===== config.mk =====
export PLATFORM = sky130hd
export DESIGN_NAME = packed_glyph_clip_renderer
export DESIGN_NICKNAME = d
export VERILOG_FILES = /design/src/rtl/pgcr_pkg.sv /design/src/rtl/pgcr_walker.sv /design/src/rtl/pgcr_lane.sv /design/src/rtl/pgcr_merge.sv /design/src/rtl/packed_glyph_clip_renderer.sv
export SDC_FILE = /design/constraint.sdc
export NUM_CORES = 2
export LEC_CHECK = 0
export ABC_AREA = 1
export BUFFER_PORTS_ARGS = -buffer_cell sky130_fd_sc_hd__buf_2
export CORE_MARGIN = 2
export CORE_UTILIZATION = 47
export DETAILED_ROUTE_END_ITERATION = 8
export PLACE_DENSITY = 0.69
export SLEW_MARGIN = 20
export SYNTH_ARGS = -nofsm -noshare
export SYNTH_HDL_FRONTEND = slang
export SYNTH_SLANG_ARGS = --single-unit

===== constraint.sdc =====
create_clock -name clk -period 20.7 [get_ports clk]
set_clock_uncertainty 0.1 [all_clocks]
set_input_delay 1.035 -clock clk [delete_from_list [all_inputs] [get_ports clk]]
set_output_delay 1.035 -clock clk [all_outputs]
set_load 0.005 [all_outputs]

===== src/rtl/pgcr_pkg.sv =====
// shared types and constants for the packed glyph clip renderer
package pgcr_pkg;

  localparam int LANE_STEP = 4;
  localparam int CFG_WIDTH = 16;
  localparam int CFG_INDEX_BITS = 3;
  localparam int COORD_BITS = 16;
  localparam int COUNT_BITS = 8;
  localparam int OUT_TDATA_WIDTH = 48;

  localparam logic [COORD_BITS-1:0] DEFAULT_COLOUR = 16'h8000;

  typedef enum logic [CFG_INDEX_BITS-1:0] {
    REG_DRAW_COLOUR  = 3'd0,
    REG_CLIP_LEFT    = 3'd1,
    REG_CLIP_TOP     = 3'd2,
    REG_CLIP_RIGHT   = 3'd3,
    REG_CLIP_BOTTOM  = 3'd4,
    REG_GLYPH_HEIGHT = 3'd5
  } cfg_reg_t;

  typedef logic [COUNT_BITS-1:0] count_t;
  typedef logic signed [COORD_BITS-1:0] coord_t;

  typedef struct packed {
    logic [COORD_BITS-1:0] left;
    logic [COORD_BITS-1:0] top;
    logic [COORD_BITS-1:0] right;
    logic [COORD_BITS-1:0] bottom;
  } clip_t;

endpackage


===== src/rtl/pgcr_walker.sv =====
// column and row walker: assigns glyph coordinates to every bit lane of a word
module pgcr_walker #(
  parameter int WORD_BITS = 16,
  parameter int MAX_GLYPH_WIDTH = 255
) (
  input  logic                      clk,
  input  logic                      rst,
  input  logic                      in_valid,
  output logic                      in_ready,
  input  logic [WORD_BITS-1:0]      in_word,
  input  logic                      in_start,
  input  pgcr_pkg::coord_t          in_origin_x,
  input  pgcr_pkg::coord_t          in_origin_y,
  input  pgcr_pkg::count_t          in_width,
  input  pgcr_pkg::count_t          glyph_height,
  output logic                      res_valid,
  input  logic                      res_ready,
  output logic [WORD_BITS-1:0]      res_word,
  output pgcr_pkg::coord_t          res_base_x,
  output pgcr_pkg::coord_t          res_base_y,
  output pgcr_pkg::count_t          res_col [WORD_BITS],
  output pgcr_pkg::count_t          res_row [WORD_BITS],
  output logic [WORD_BITS-1:0]      res_live
);

  localparam int NSTEPS = (WORD_BITS + pgcr_pkg::LANE_STEP - 1) / pgcr_pkg::LANE_STEP;
  localparam int SW = (NSTEPS > 1) ? $clog2(NSTEPS) : 1;
  localparam int RESID = WORD_BITS - (NSTEPS - 1) * pgcr_pkg::LANE_STEP;
  localparam logic [SW-1:0] LAST_STEP = SW'(NSTEPS - 1);

  logic                 busy;
  logic [SW-1:0]        step;
  pgcr_pkg::count_t     col;
  pgcr_pkg::count_t     row;
  pgcr_pkg::count_t     row_width;
  pgcr_pkg::coord_t     base_x;
  pgcr_pkg::coord_t     base_y;
  logic [WORD_BITS-1:0] word;
  pgcr_pkg::count_t     width_sat;
  pgcr_pkg::count_t     ch_col [pgcr_pkg::LANE_STEP];
  pgcr_pkg::count_t     ch_row [pgcr_pkg::LANE_STEP];
  logic [pgcr_pkg::LANE_STEP-1:0] ch_live;
  pgcr_pkg::count_t     col_next;
  pgcr_pkg::count_t     row_next;

  assign in_ready   = !busy && (!res_valid || res_ready);
  assign res_word   = word;
  assign res_base_x = base_x;
  assign res_base_y = base_y;

  always_comb begin
    width_sat = (in_width == '0) ? pgcr_pkg::count_t'(1) : in_width;
    if (32'(width_sat) > MAX_GLYPH_WIDTH) begin
      width_sat = pgcr_pkg::count_t'(MAX_GLYPH_WIDTH);
    end
  end

  // four dependent counter steps per cycle
  always_comb begin
    pgcr_pkg::count_t c;
    pgcr_pkg::count_t r;
    logic in_range;
    c = col;
    r = row;
    for (int j = 0; j < pgcr_pkg::LANE_STEP; j++) begin
      in_range = (step != LAST_STEP) || (j < RESID);
      ch_col[j] = c;
      ch_row[j] = r;
      ch_live[j] = in_range && (r < glyph_height);
      if (ch_live[j]) begin
        if ((c + 8'd1) >= row_width) begin
          c = '0;
          r = r + 8'd1;
        end else begin
          c = c + 8'd1;
        end
      end
    end
    col_next = c;
    row_next = r;
  end

  always_ff @(posedge clk) begin
    if (rst) begin
      busy      <= 1'b0;
      step      <= '0;
      res_valid <= 1'b0;
      base_x    <= '0;
      base_y    <= '0;
      row_width <= pgcr_pkg::count_t'(1);
      col       <= '0;
      row       <= '0;
    end else if (in_valid && in_ready) begin
      busy      <= 1'b1;
      step      <= '0;
      res_valid <= 1'b0;
      if (in_start) begin
        base_x    <= in_origin_x;
        base_y    <= in_origin_y;
        row_width <= width_sat;
        col       <= '0;
        row       <= '0;
      end
    end else if (busy) begin
      step <= step + SW'(1);
      col  <= col_next;
      row  <= row_next;
      if (step == LAST_STEP) begin
        busy      <= 1'b0;
        res_valid <= 1'b1;
      end
    end else if (res_ready) begin
      res_valid <= 1'b0;
    end
  end

  always_ff @(posedge clk) begin
    if (in_valid && in_ready) begin
      word <= in_word;
    end
    if (busy) begin
      for (int k = 0; k < WORD_BITS; k++) begin
        if (step == SW'(k / pgcr_pkg::LANE_STEP)) begin
          res_col[k]  <= ch_col[k % pgcr_pkg::LANE_STEP];
          res_row[k]  <= ch_row[k % pgcr_pkg::LANE_STEP];
          res_live[k] <= ch_live[k % pgcr_pkg::LANE_STEP];
        end
      end
    end
  end

endmodule


===== src/rtl/pgcr_lane.sv =====
// one pixel lane: target coordinates and clip test
module pgcr_lane (
  input  pgcr_pkg::coord_t                base_x,
  input  pgcr_pkg::coord_t                base_y,
  input  pgcr_pkg::count_t                col,
  input  pgcr_pkg::count_t                row,
  input  logic                            ink,
  input  logic                            live,
  input  pgcr_pkg::clip_t                 clip,
  output logic                            hit,
  output logic [pgcr_pkg::COORD_BITS-1:0] x,
  output logic [pgcr_pkg::COORD_BITS-1:0] y
);

  logic [17:0] px;
  logic [17:0] py;
  logic        in_x;
  logic        in_y;

  assign px = {{2{base_x[15]}}, base_x} + {10'd0, col};
  assign py = {{2{base_y[15]}}, base_y} + {10'd0, row};

  assign in_x = ($signed(px) >= $signed({2'b00, clip.left})) &&
                ($signed(px) <= $signed({2'b00, clip.right}));
  assign in_y = ($signed(py) >= $signed({2'b00, clip.top})) &&
                ($signed(py) <= $signed({2'b00, clip.bottom}));

  assign hit = ink && live && in_x && in_y;
  assign x   = px[15:0];
  assign y   = py[15:0];

endmodule


===== src/rtl/pgcr_merge.sv =====
// merging stage: holds lane hits, sends a pixel write per cycle unless stalled
module pgcr_merge #(
  parameter int WORD_BITS = 16
) (
  input  logic                            clk,
  input  logic                            rst,
  input  logic                            in_valid,
  output logic                            in_ready,
  input  logic [WORD_BITS-1:0]            in_hit,
  input  logic [pgcr_pkg::COORD_BITS-1:0] in_x [WORD_BITS],
  input  logic [pgcr_pkg::COORD_BITS-1:0] in_y [WORD_BITS],
  input  logic [pgcr_pkg::COORD_BITS-1:0] colour,
  output logic                            out_valid,
  input  logic                            out_ready,
  output logic [pgcr_pkg::COORD_BITS-1:0] out_x,
  output logic [pgcr_pkg::COORD_BITS-1:0] out_y,
  output logic [pgcr_pkg::COORD_BITS-1:0] out_colour,
  output logic                            out_last
);

  localparam int IW = $clog2(WORD_BITS);

  logic [WORD_BITS-1:0]            hits;
  logic [pgcr_pkg::COORD_BITS-1:0] xs [WORD_BITS];
  logic [pgcr_pkg::COORD_BITS-1:0] ys [WORD_BITS];
  logic [IW-1:0]                   sel;
  logic [WORD_BITS-1:0]            hits_next;
  logic                            pop;

  // lowest lane first; lane 0 carries the word's most significant bit
  always_comb begin
    sel = '0;
    for (int k = WORD_BITS - 1; k >= 0; k--) begin
      if (hits[k]) begin
        sel = IW'(k);
      end
    end
  end

  assign hits_next = hits & ~(WORD_BITS'(1) << sel);
  assign pop       = (hits != '0) && (!out_valid || out_ready);
  assign in_ready  = (hits == '0) || (pop && (hits_next == '0));

  always_ff @(posedge clk) begin
    if (rst) begin
      hits      <= '0;
      out_valid <= 1'b0;
    end else begin
      if (in_valid && in_ready) begin
        hits <= in_hit;
      end else if (pop) begin
        hits <= hits_next;
      end
      if (pop) begin
        out_valid <= 1'b1;
      end else if (out_ready) begin
        out_valid <= 1'b0;
      end
    end
  end

  always_ff @(posedge clk) begin
    if (in_valid && in_ready) begin
      xs <= in_x;
      ys <= in_y;
    end
    if (pop) begin
      out_x      <= xs[sel];
      out_y      <= ys[sel];
      out_colour <= colour;
      out_last   <= (hits_next == '0);
    end
  end

endmodule


===== src/rtl/packed_glyph_clip_renderer.sv =====
// top level of the packed glyph clip renderer
//
//  port group  dir  transaction contents
//  s_*         in   s_tdata: bit_word, origin_x, origin_y, glyph_width; s_tuser: glyph_start
//  m_*         out  m_tdata: write_x, write_y, write_colour; m_tlast: last_of_word
//  cfg_*       in   cfg_index selects draw_colour .. glyph_height, cfg_data is the value
//
//  a word is taken, then walked four bit lanes a cycle; the next word is not taken
//  until the walk is through and its result is passed on to the merger
//  all lanes clip at once, then the merger sends one pixel write per cycle unless stalled
//  the writes of a word leave without a gap, and the next word is walked meanwhile
//  reset is synchronous, clears counters and both valid flags, loads configuration defaults
//  a stall on m_tready holds the output register and backs up to s_tready
module packed_glyph_clip_renderer #(
  parameter int WORD_BITS = 16,
  parameter int MAX_GLYPH_WIDTH = 255
) (
  input  logic clk,
  input  logic rst,
  input  logic s_tvalid,
  output logic s_tready,
  // bit_word, origin_x, origin_y, glyph_width, zero padding
  input  logic [((WORD_BITS + 40 + 7) / 8) * 8 - 1:0] s_tdata,
  // glyph_start
  input  logic s_tuser,
  output logic m_tvalid,
  input  logic m_tready,
  // write_x, write_y, write_colour
  output logic [pgcr_pkg::OUT_TDATA_WIDTH-1:0] m_tdata,
  output logic m_tlast,
  input  logic cfg_we,
  input  logic [pgcr_pkg::CFG_INDEX_BITS-1:0] cfg_index,
  input  logic [pgcr_pkg::CFG_WIDTH-1:0] cfg_data
);

  localparam int OX_LO = WORD_BITS;
  localparam int OY_LO = WORD_BITS + 16;
  localparam int GW_LO = WORD_BITS + 32;

  logic [15:0]            draw_colour;
  pgcr_pkg::clip_t        clip;
  pgcr_pkg::count_t       glyph_height;
  logic [15:0]            colour;

  logic                   res_valid;
  logic                   res_ready;
  logic [WORD_BITS-1:0]   res_word;
  pgcr_pkg::coord_t       res_base_x;
  pgcr_pkg::coord_t       res_base_y;
  pgcr_pkg::count_t       res_col [WORD_BITS];
  pgcr_pkg::count_t       res_row [WORD_BITS];
  logic [WORD_BITS-1:0]   res_live;
  logic [WORD_BITS-1:0]   lane_hit;
  logic [15:0]            lane_x [WORD_BITS];
  logic [15:0]            lane_y [WORD_BITS];

  always_ff @(posedge clk) begin
    if (rst) begin
      draw_colour  <= '0;
      clip.left    <= '0;
      clip.top     <= '0;
      clip.right   <= 16'hffff;
      clip.bottom  <= 16'hffff;
      glyph_height <= 8'd8;
    end else if (cfg_we) begin
      case (pgcr_pkg::cfg_reg_t'(cfg_index))
        pgcr_pkg::REG_DRAW_COLOUR:  draw_colour  <= cfg_data;
        pgcr_pkg::REG_CLIP_LEFT:    clip.left    <= cfg_data;
        pgcr_pkg::REG_CLIP_TOP:     clip.top     <= cfg_data;
        pgcr_pkg::REG_CLIP_RIGHT:   clip.right   <= cfg_data;
        pgcr_pkg::REG_CLIP_BOTTOM:  clip.bottom  <= cfg_data;
        pgcr_pkg::REG_GLYPH_HEIGHT: glyph_height <= cfg_data[7:0];
        default: begin
        end
      endcase
    end
  end

  assign colour = (draw_colour == '0) ? pgcr_pkg::DEFAULT_COLOUR : draw_colour;

  pgcr_walker #(
    .WORD_BITS       (WORD_BITS),
    .MAX_GLYPH_WIDTH (MAX_GLYPH_WIDTH)
  ) u_walker (
    .clk          (clk),
    .rst          (rst),
    .in_valid     (s_tvalid),
    .in_ready     (s_tready),
    .in_word      (s_tdata[WORD_BITS-1:0]),
    .in_start     (s_tuser),
    .in_origin_x  (s_tdata[OX_LO+15:OX_LO]),
    .in_origin_y  (s_tdata[OY_LO+15:OY_LO]),
    .in_width     (s_tdata[GW_LO+7:GW_LO]),
    .glyph_height (glyph_height),
    .res_valid    (res_valid),
    .res_ready    (res_ready),
    .res_word     (res_word),
    .res_base_x   (res_base_x),
    .res_base_y   (res_base_y),
    .res_col      (res_col),
    .res_row      (res_row),
    .res_live     (res_live)
  );

  for (genvar k = 0; k < WORD_BITS; k++) begin : g_lane
    pgcr_lane u_lane (
      .base_x (res_base_x),
      .base_y (res_base_y),
      .col    (res_col[k]),
      .row    (res_row[k]),
      .ink    (res_word[WORD_BITS-1-k]),
      .live   (res_live[k]),
      .clip   (clip),
      .hit    (lane_hit[k]),
      .x      (lane_x[k]),
      .y      (lane_y[k])
    );
  end

  pgcr_merge #(
    .WORD_BITS (WORD_BITS)
  ) u_merge (
    .clk        (clk),
    .rst        (rst),
    .in_valid   (res_valid),
    .in_ready   (res_ready),
    .in_hit     (lane_hit),
    .in_x       (lane_x),
    .in_y       (lane_y),
    .colour     (colour),
    .out_valid  (m_tvalid),
    .out_ready  (m_tready),
    .out_x      (m_tdata[15:0]),
    .out_y      (m_tdata[31:16]),
    .out_colour (m_tdata[47:32]),
    .out_last   (m_tlast)
  );

endmodule


==> impl_metrics.py <==
metrics = {
    "run_status": {
        "outcome": "completed",
    },
    "critical_path": {
        "cpMaxStageDelayCell": "a21boi_2",
        "cpPeakStageDelay_ns": 0.76,
        "critPathCaptureType": "flop",
        "crit_family": "simple AND/OR/NAND/NOR gates",
        "path_class": "reg -> reg",
        "cp-startpoint": "u_walker.col[0]",
        "cp.required_ns": 21.27,
        "critPathLaunchType": "flop",
        "timing.rr.start": "u_walker.col[0]",
        "critPathMostFrequentCell": "nand2_1",
        "cp_max_fo": 16,
        "arrival_ns": 11.29,
        "critPathBufInv": 3,
    },
    "global_route": {
        "grt_pass1_vias": 56000,
        "grt_pass1_wl_um": 396000,
        "grt_use_total_pct": 34.4,
        "globalRouteOverflowTotal": 0,
        "antenna_found_initial": 14,
        "grt_max_degree": 127,
    },
    "drt": {
        "antenna_left": 0,
        "wirelength_um": 280000,
        "drc_errors": 0,
        "first_iter_violations": 8253,
        "via_count": 61500,
        "avgViaCountPerCell": 6.11,
        "drtPass1Iterations": 6,
        "wire_per_inst_um": 27.8,
    },
    "power_and_ir_drop": {
        "switching_share_pct": 49.1,
        "clkPwrFrac_pct": 19.6,
        "power_frac_comb_pct": 54.0,
        "power_density_nw_per_um2": 133,
        "p_int_uw": 5480,
        "p_leak_uw": 0.0363,
        "p_seq_share_pct": 26.4,
        "vdd_drop_max_uv": 193,
        "p_switching_uw": 5280,
    },
    "yosys": {
        "yosysTopAreaCell": "edfxtp_1",
        "synthCells": 7718,
        "synth_top_area_share_pct": 34.6,
        "netlist_area_sq_um": 73600,
        "synth_cell_types": 72,
        "synth_mux_area_share_pct": 0,
        "seq_area_frac_synth_pct": 39.1,
        "synthFlopType": "edfxtp_1",
        "synth_xor_xnor_area_share_pct": 5.55,
        "synth.most_common_cell": "ha_1",
        "yosys_warnings": 0,
        "synth_edf_count": 849,
        "ys_ff_latch": 1014,
        "synth_commonest_cells": "ha_1, nand2_1, edfxtp_1",
        "synth_compound_area_share_pct": 13.5,
        "synthTopCellsByArea": "edfxtp_1, ha_1, nand2_1",
        "synth-simple-area-share_pct": 13.2,
        "synthesis.nets": 9183,
        "async_flop_share_pct": 0,
        "synth_fa_ha_area_share_pct": 23.9,
        "synth_top_family_by_area": "adder cells",
        "syn_avg_cell_area_sq_um": 9.54,
    },
    "floorplan": {
        "rows": 145,
        "dieArea_sq_um": 160000,
        "coreArea_sq_um": 156000,
        "start_util_pct": 47.2,
        "chipHeight_um": 400,
        "ios": 132,
        "fp.dieW_um": 400,
    },
    "place": {
        "dpl.cell_count": 9857,
        "io_buffers": 131,
        "place.gp.congestion": 1.01,
        "hpwl_um": 216000,
    },
    "run": {
        "max_cap_viol_count": 0,
    },
    "clock_tree": {
        "clock_tree.root_cell": "clkbuf_16",
        "clockBufferDepth": 3,
        "tritoncts": "yes",
        "cts_made_buffers": 114,
        "ctsHoldBuffers": 0,
        "cts.htree.levels": 3,
        "cts_resized": 0,
        "post_cts_buffers": 0,
        "insertion_delay_ns": 0.76,
        "clk_pin_slew_worst_paths_ns": 0.07,
        "clkSinkCount": 1014,
    },
    "final_layout": {
        "stdcell_count": 10100,
        "drive_above_1_share_pct": 7.21,
        "areaGrowthSynthToFinish_pct": 10.1,
        "fillers": 14000,
        "fin_nets": 9380,
    },
    "sta": {
        "max_freq_mhz": 93.3,
        "slew_viol_final": 0,
        "timing.hold.ws_ns": 0.332,
        "period_minus_slack_ns": 10.72,
        "slew_headroom_pct": 11.6,
        "setup-tns-final_ns": 0,
        "tightest_slew_ns": 1.31,
        "rsz0062_at_grt": "no",
        "fin_crit_sh_pct": 51.8,
        "hold_viol_final": 0,
        "finalSetupViolCount": 0,
    },
    "min_path": {
        "min-delay-start": "draw_colour[11]",
        "worstHoldPathType": "reg -> reg",
    },
}
## cells in the final DEF, fill, tap and decap left out, drive strengths merged, types with 10 or more instances in the layout
| master | n |
|---|---|
| o21bai | 75 |
| clkbuf | 128 |
| a31oi | 21 |
| buf | 272 |
| dfxtp | 165 |
| inv | 739 |
| o211ai | 104 |
| clkinvlp | 10 |
| fa | 32 |
| bufinv | 11 |
| o21ai | 347 |
| xor2 | 438 |
| xnor2 | 28 |
| clkinv | 68 |
| nand3 | 326 |
| o21a | 14 |
| edfxtp | 849 |
| ha | 1352 |
| nor3 | 62 |
| a211oi | 54 |
| a21o | 11 |
| a21boi | 27 |
| a21oi | 774 |
| o2111ai | 16 |
| a221oi | 115 |
| nand4 | 170 |
| o221ai | 20 |
| nand2 | 1283 |
| o41ai | 13 |
| nor2 | 410 |
## per-layer routing
| metal | GRT usage (%) | vias up | wire length, um |
|---|---|---|---|
| met5 | 0 | - | 22 |
| met4 | 14.1 | 4 | 12700 |
| met3 | 8.71 | 485 | 36400 |
| met2 | 46.9 | 3529 | 110000 |
| met1 | 51.1 | 29300 | 121000 |
| li1 | - | 28200 | - |
## stage by stage
stage	instance area [sq um]	utilization, %	total power [uW]	worst slack [ns]
after floorplan	73600	-	6490	11.76
after global placement	77200	49.5	8470	10.07
after detailed placement	77200	49.5	8570	10.02
after CTS	81000	52.0	10700	9.97
after global routing	81100	52.0	11400	8.94
final	81100	52.0	10800	9.98
## cell families (layout without fill, tap and decap cells)
group	Yosys count	in the layout
XOR/XNOR	466	466
adder cells (fa/ha/maj)	1384	1384
other	0	4
AO/OA/AOI/OAI	1646	1646
flip-flops	1014	1014
buffers and inverters	932	1228
AND/OR/NAND/NOR	2276	2276
## layout make-up
type	instances	area [sq um]	area share, %
clock inverter	87	881	1.09
inverter	741	2800	3.45
multi-input combinational	5772	41300	51.0
tap	2058	2570	3.18
timing repair buffer	272	1710	2.11
clock buffer	128	2940	3.62
antenna	4	10.0	0.0123
sequential	1014	28800	35.5
## power groups by stage
stage	clock network, uW	registers, uW	logic, uW
floorplan	0	2820	3670
global placement	0	2880	5590
detailed placement	0	2880	5690
CTS	2110	2840	5720
global route	2190	2850	6340
finish	2100	2840	5810
## flip-flops by register name, indices dropped and copies added (netlist names), 2 cells and up
register             count
u_merge.hits            16
u_walker.col             8
u_merge.ys             256
u_walker.res_base_x     16
u_merge.out_x           16
u_walker.res_col       128
u_merge.xs             256
draw_colour             16
u_walker.res_base_y     16
glyph_height             8
u_walker.res_live       16
u_walker.res_row       128
u_walker.res_word       16
u_merge.out_y           16
u_walker.row_width       8
u_walker.step            2
u_walker.row             8
u_merge.out_colour      16
clip                    64
## path summary, 6_finish.rpt
check | to | slack [ns] | depth (start not counted)
worst max-delay path | u_walker.row[6] | 9.98 | 51
worst min-delay path | u_merge.out_colour[11] | 0.33 | 0
worst max register to register | u_walker.row[6] | 9.98 | 51
worst min register to register | u_merge.out_colour[11] | 0.33 | 0
No activity file was read; power rests on OpenSTA's default activity.
